--- config.mk ---
export PLATFORM = sky130hd
export DESIGN_NAME = tracker_pattern_cell_decoder_top
export DESIGN_NICKNAME = d
export VERILOG_FILES = /design/src/hw/rtl/tpcd_pkg.sv /design/src/hw/rtl/tracker_pattern_cell_decoder_top.sv
export SDC_FILE = /design/constraint.sdc
export NUM_CORES = 1
export LEC_CHECK = 0
export BUFFER_PORTS_ARGS = -buffer_cell sky130_fd_sc_hd__buf_4
export CAP_MARGIN = 10
export CELL_PAD_IN_SITES_DETAIL_PLACEMENT = 0
export CELL_PAD_IN_SITES_GLOBAL_PLACEMENT = 2
export CORE_ASPECT_RATIO = 1.2
export CORE_MARGIN = 10
export CORE_UTILIZATION = 35
export DETAILED_ROUTE_END_ITERATION = 10
export PLACE_DENSITY = 0.83
export SETUP_SLACK_MARGIN = 0.5
export SLEW_MARGIN = 20
export SYNTH_ARGS = -nofsm -noshare
export SYNTH_HDL_FRONTEND = slang
export SYNTH_SLANG_ARGS = --single-unit
export TNS_END_PERCENT = 5
--- constraint.sdc ---
create_clock -name clk -period 16.26 [get_ports clk]
set_input_delay 1.626 -clock clk [delete_from_list [all_inputs] [get_ports clk]]
set_output_delay 1.626 -clock clk [all_outputs]
set_load 0.05 [all_outputs]
--- src/hw/rtl/tpcd_pkg.sv ---
package tpcd_pkg;

    // Pattern cell fields as they arrive
    typedef struct packed {
        logic [7:0] byte_zero;
        logic [7:0] byte_one;
        logic [7:0] byte_two;
        logic [7:0] byte_three;
    } cell_item_t;

    // Decoded fields
    typedef struct packed {
        logic [7:0] instrument_number;
        logic [6:0] note_number;
        logic [3:0] effect_command;
        logic [7:0] effect_value;
    } field_item_t;

    localparam int unsigned PERIOD_W   = 12;
    localparam int unsigned NOTE_W     = 7;
    localparam int unsigned BOUND_CNT  = 1 << NOTE_W;
    localparam logic [PERIOD_W-1:0] MIN_PERIOD = PERIOD_W'(14);

    // Largest period that still rounds to note n+1 or higher. Bounds above the
    // 12-bit period range are clipped to its top, which compares the same way;
    // entries past the last note are zero so they never match.
    localparam logic [PERIOD_W-1:0] NOTE_BOUND [BOUND_CNT] = '{
        12'd4095, 12'd4095, 12'd4095, 12'd4095, 12'd4095, 12'd4095,
        12'd4095, 12'd4095, 12'd4095, 12'd4095, 12'd4095, 12'd4095,
        12'd4095, 12'd4095, 12'd4095, 12'd4095, 12'd4095, 12'd4095,
        12'd4095, 12'd4095, 12'd4095, 12'd4095, 12'd3955, 12'd3733,
        12'd3524, 12'd3326, 12'd3139, 12'd2963, 12'd2797, 12'd2640,
        12'd2492, 12'd2352, 12'd2220, 12'd2095, 12'd1977, 12'd1866,
        12'd1762, 12'd1663, 12'd1569, 12'd1481, 12'd1398, 12'd1320,
        12'd1246, 12'd1176, 12'd1110, 12'd1047, 12'd988,  12'd933,
        12'd881,  12'd831,  12'd784,  12'd740,  12'd699,  12'd660,
        12'd623,  12'd588,  12'd555,  12'd523,  12'd494,  12'd466,
        12'd440,  12'd415,  12'd392,  12'd370,  12'd349,  12'd330,
        12'd311,  12'd294,  12'd277,  12'd261,  12'd247,  12'd233,
        12'd220,  12'd207,  12'd196,  12'd185,  12'd174,  12'd165,
        12'd155,  12'd147,  12'd138,  12'd130,  12'd123,  12'd116,
        12'd110,  12'd103,  12'd98,   12'd92,   12'd87,   12'd82,
        12'd77,   12'd73,   12'd69,   12'd65,   12'd61,   12'd58,
        12'd55,   12'd51,   12'd49,   12'd46,   12'd43,   12'd41,
        12'd38,   12'd36,   12'd34,   12'd32,   12'd30,   12'd29,
        12'd27,   12'd25,   12'd24,   12'd23,   12'd21,   12'd20,
        12'd19,   12'd18,   12'd17,   12'd16,   12'd15,   12'd14,
        12'd0,    12'd0,    12'd0,    12'd0,    12'd0,    12'd0,
        12'd0,    12'd0
    };

    // Work carried between pipeline stages
    typedef struct packed {
        logic [PERIOD_W-1:0] period;
        logic                small_period;
        logic [NOTE_W-1:0]   note_count;
        logic [7:0]          instrument_number;
        logic [3:0]          effect_command;
        logic [7:0]          effect_value;
    } stage_t;

    // One binary search step: try setting count bit bit_pos
    function automatic logic [NOTE_W-1:0] search_step(
        input logic [PERIOD_W-1:0] period,
        input logic [NOTE_W-1:0]   count,
        input logic [2:0]          bit_pos
    );
        logic [NOTE_W-1:0] trial;
        logic [NOTE_W-1:0] idx;
        trial = count | (NOTE_W'(1) << bit_pos);
        idx   = trial - NOTE_W'(1);
        if (period <= NOTE_BOUND[idx])
            return trial;
        else
            return count;
    endfunction

endpackage

--- src/hw/rtl/tracker_pattern_cell_decoder_top.sv ---
// Pattern cell decoder: takes one four-byte tracker cell per cycle while not
// stalled and returns instrument, note, effect command and effect parameter.
// The 12-bit period is mapped to the nearest note 1..120 by a seven-step
// binary search over a constant table of period bounds, split over three
// register stages (two, two and three steps); periods below 14 give note 0.
// The work is registered in s1_reg, s2_reg and s3_reg in turn; s3_reg is the
// output register. Output stall freezes the whole pipeline at once, so
// cell_stall follows field_stall while a result is waiting.
module tracker_pattern_cell_decoder_top (
    input  logic                   clk,
    input  logic                   rst_n,
    input  logic                   cell_valid,
    output logic                   cell_stall,
    input  tpcd_pkg::cell_item_t   cell_item,
    output logic                   field_valid,
    input  logic                   field_stall,
    output tpcd_pkg::field_item_t  field_item
);
    import tpcd_pkg::*;

    logic        advance;
    logic        s1_valid_reg, s2_valid_reg, s3_valid_reg;
    stage_t      s1_reg, s1_next;
    stage_t      s2_reg, s2_next;
    field_item_t s3_reg, s3_next;
    logic        s3_small_reg;

    // Move all stages together unless a finished item waits on the output
    assign advance    = !(s3_valid_reg && field_stall);
    assign cell_stall = !advance;

    // Stage 1: unpack fields, first two search steps
    always_comb
    begin
        s1_next.period            = {cell_item.byte_zero[3:0], cell_item.byte_one};
        s1_next.small_period      = s1_next.period < MIN_PERIOD;
        s1_next.instrument_number = {cell_item.byte_zero[7:4], cell_item.byte_two[7:4]};
        s1_next.effect_command    = cell_item.byte_two[3:0];
        s1_next.effect_value      = cell_item.byte_three;
        s1_next.note_count        = search_step(s1_next.period, '0, 3'd6);
        s1_next.note_count        = search_step(s1_next.period, s1_next.note_count, 3'd5);
    end

    // Stage 2: next two search steps
    always_comb
    begin
        s2_next            = s1_reg;
        s2_next.note_count = search_step(s1_reg.period, s1_reg.note_count, 3'd4);
        s2_next.note_count = search_step(s1_reg.period, s2_next.note_count, 3'd3);
    end

    // Stage 3: last three steps, drop the note for small periods
    always_comb
    begin
        logic [NOTE_W-1:0] cnt;
        cnt = search_step(s2_reg.period, s2_reg.note_count, 3'd2);
        cnt = search_step(s2_reg.period, cnt, 3'd1);
        cnt = search_step(s2_reg.period, cnt, 3'd0);
        s3_next.instrument_number = s2_reg.instrument_number;
        s3_next.note_number       = s2_reg.small_period ? '0 : cnt;
        s3_next.effect_command    = s2_reg.effect_command;
        s3_next.effect_value      = s2_reg.effect_value;
    end

    // Valid bits
    always_ff @(posedge clk or negedge rst_n)
    begin
        if (!rst_n)
        begin
            s1_valid_reg <= 1'b0;
            s2_valid_reg <= 1'b0;
            s3_valid_reg <= 1'b0;
        end
        else if (advance)
        begin
            s1_valid_reg <= cell_valid;
            s2_valid_reg <= s1_valid_reg;
            s3_valid_reg <= s2_valid_reg;
        end
    end

    // Payload registers
    always_ff @(posedge clk)
    begin
        if (advance)
        begin
            s1_reg       <= s1_next;
            s2_reg       <= s2_next;
            s3_reg       <= s3_next;
            s3_small_reg <= s2_reg.small_period;
        end
    end

    assign field_valid = s3_valid_reg;
    assign field_item  = s3_reg;

    // Note stays inside its range
    assert property (@(posedge clk) disable iff (!rst_n)
        field_valid |-> field_item.note_number <= NOTE_W'(120))
        else $error("note number out of range");

    // Small period gives no note
    assert property (@(posedge clk) disable iff (!rst_n)
        (field_valid && s3_small_reg) |-> field_item.note_number == '0)
        else $error("note given for small period");

    // Any other period gives a note
    assert property (@(posedge clk) disable iff (!rst_n)
        (field_valid && !s3_small_reg) |-> field_item.note_number != '0)
        else $error("note missing for valid period");

    // An accepted item reaches the output if the pipeline keeps advancing
    assert property (@(posedge clk) disable iff (!rst_n)
        (cell_valid && !cell_stall) ##1 !cell_stall ##1 !cell_stall |=> field_valid)
        else $error("item lost in pipeline");

endmodule
==> qor.txt <==
Final Util: 41.5%
post-route clock skew: 11.6 ps
worst setup margin: 7440 ps
setup tns final: 0 ps
Yosys reg bits: 102
Max Freq: 113 MHz
Syn Area/Cell: 11.1 um^2
adder-cell share of the synthesized area: 16.7%
switching power: 0.000557 W
Syn Nets: 676
Starting Density: 35.5%
multiplexer share of the synthesized area: 1.35%
RR Endpoint: field_item[12]
Comb power frac: 52.3%
clock share of power: 17.5%
Worst EP required: 16410 ps
critical path capture point type: register
die width: 141 um
Post-Synth XOR/XNOR Area: 0%
CP max-delay cell: nor2_1
CTS root buf: clkbuf_16
busiest metal layer after global routing: met2
worst r2r path cells: 32
largest net degree at the start of global routing: 55
Post-CTS Hold Buffers: 0
TritonCTS Buffers: 9
EDFF count, synth: 99
M1 GR Usage: 15.4%
WP data arrival: 8980 ps
worst IR drop on VDD: 0.124 mV
P_leak: 3.03 nW
row count: 53
outcome: complete, no violations
final wirelength: 15.9 mm
DR vias/cell: 5.59
Buffers on Ports: 64
CP peak stage delay: 830 ps
asr flop ratio synth: 2.94%
worst hold stages: 0
worst-path maximum fanout: 41
Remaining Overflow, GRT: 0
Clock Latency Late Sink: 350 ps
slew margin rel.: 49.4%
Final Hold Fails: 0
router iterations before antenna repair: 5
Pwr per Cell Area: 176 nW/um^2
I/O pins: 65
worst hold start: s2_reg[3]
Compound-Gate Fraction of Synth Area: 18.3%
Reg clk slew, reported paths: 80 ps
htree depth: 3
Routability Congestion: 0.947
CTS sink cnt: 102
core area: 17400 um^2
Primary FF master, synth: edfxtp_1
Mapped Cells: 559
setup bufs post-CTS: 0
FF-to-FF setup slack: 7440 ps
initial DRC count: 552
Cell variety after synth: 65
Slew @ Worst Pin: 754 ps
startpoint types: register
flip-flop count of the largest register after layout: 37
synthesis warning total: 0
fin crit share: 54.3%
post-route ant nets: 0
Place WS: 7590 ps
CP Class: register to register
max_cap viols: 0
# nets final: 734
Reg area: 3050 um^2
vias: 4707
synthesized area: 6200 um^2
area grow syn2layout: 16.8%
# DRC: 0
fillers: 1668
sequential fraction of the synthesis area: 49.2%
Resized Gates After CTS: 0
RSZ-0062 raised after global routing: false
sw frac: 43.8%
Tot GR Track Use: 13.5%
routed length per instance: 18.9 um
Die Footprint: 23500 um^2
synthesized-area fraction occupied by and/or/nand/nor cells: 11.8%
Multi-input gate area: 2990 um^2
hpwl dp: 12.0 mm
P_int: 0.000716 W
max-slew violations: 0
TritonCTS clock tree: done
HP Class: register to register
routing usage on met3: 3.15%
setup violators final: 0
hold endpoint: field_item[3]
largest family of logic cells by synthesized area: compound AO/OA/AOI/OAI gates
worst r2r src: s2_reg[25]
routing usage on met2: 22.8%
DIE HEIGHT: 166 um
maximum root-to-sink buffer count: 2
share of power burned in registers: 30.2%
first-pass GRT wire length: 25.7 mm
initial antenna violation count: 0
Period minus WS final: 8820 ps
ANT cells: 0
layout cell share with drive strength beyond 1: 17.0%
vias in the first global route: 4866
layout by cell type (no fill, tap or decap), drive strengths merged, types with 6 or more instances in the layout:
cell type and n:
a21o 20, a21oi 49, buf 71, clkbuf 9
clkinv 6, edfxtp 99, ha 81, inv 17
nand2 50, nand3 9, nand4 11, nor2 45
nor2b 7, nor3 9, o211ai 7, o21ai 38
o31ai 6
critical path: cells and delay by family, from the launching register on:
family | cells | cell delay, ps
AO/OA/AOI/OAI | 18 | 3840
adder cells (fa/ha/maj) | 5 | 1540
buffers and inverters | 5 | 1720
flip-flops | 1 | 330
AND/OR/NAND/NOR | 4 | 1200
layout make-up:
type / count / share of cell area [%]
clock buffers: 9 / 3.11
clock inverters: 7 / 1.42
inverters: 17 / 0.916
multi-input cells: 416 / 41.3
flip-flops and latches: 102 / 42.1
well taps: 220 / 3.80
repair buffers: 71 / 7.37
cells in the mapped netlist, types with 7 or more instances:
| master | number | area share, % |
|---|---|---|
| a21o_1 | 19 | 2.3 |
| a21oi_1 | 47 | 3.8 |
| clkbuf_1 | 16 | 0.97 |
| edfxtp_1 | 99 | 48 |
| ha_1 | 81 | 16 |
| inv_1 | 13 | 0.79 |
| nand2_1 | 50 | 3.0 |
| nand3_1 | 9 | 0.73 |
| nand4_1 | 11 | 1.1 |
| nor2_1 | 45 | 2.7 |
| nor2b_1 | 7 | 0.71 |
| nor3_1 | 9 | 0.73 |
| o211ai_1 | 7 | 0.85 |
| o21ai_0 | 36 | 2.9 |
per-stage QoR:
step                      cells  area (um^2)  power [W]  hold slack [ps]
after floorplan             559         6200   0.000864              400
after global routing        842         7240    0.00137              427
after detailed placement    826         6910    0.00105              405
after global placement      826         6910    0.00104              400
final                       842         7240    0.00127              418
after CTS                   842         7240    0.00128              421
logic make-up after synthesis:
| group | after synthesis |
|---|---|
| adders and majority gates | 83 |
| DFF | 102 |
| buffers and inverters | 41 |
| muxes | 8 |
| and+or+nand+nor | 155 |
| AOI/OAI and AO/OA | 170 |
power by group through the flow:
stage / logic, W / clock network (W) / registers [W]
after floorplan: 0.000412 / 0 / 0.000452
after global placement: 0.000655 / 0 / 0.000389
after detailed placement: 0.000660 / 0 / 0.000390
after CTS: 0.000664 / 0.000229 / 0.000385
after global routing: 0.000743 / 0.000239 / 0.000390
final: 0.000666 / 0.000223 / 0.000385
layer usage:
layer  vias up  part of all wire (%)
met5         -                     0
met4         0                   4.8
met3        44                   5.6
met1      2239                    40
met2       155                    49
li1       2269                     -
worst max-delay path by stage:
stage / from / endpoint / cells past startpoint
after floorplan: s2_reg[24] / field_item[12] / 39
after global placement: s2_reg[25] / field_item[12] / 34
after detailed placement: s2_reg[25] / field_item[12] / 32
after CTS: s2_reg[25] / field_item[12] / 32
after global routing: s2_reg[25] / field_item[12] / 34
final: s2_reg[25] / field_item[12] / 32
Power figures use the tool's default switching activity.
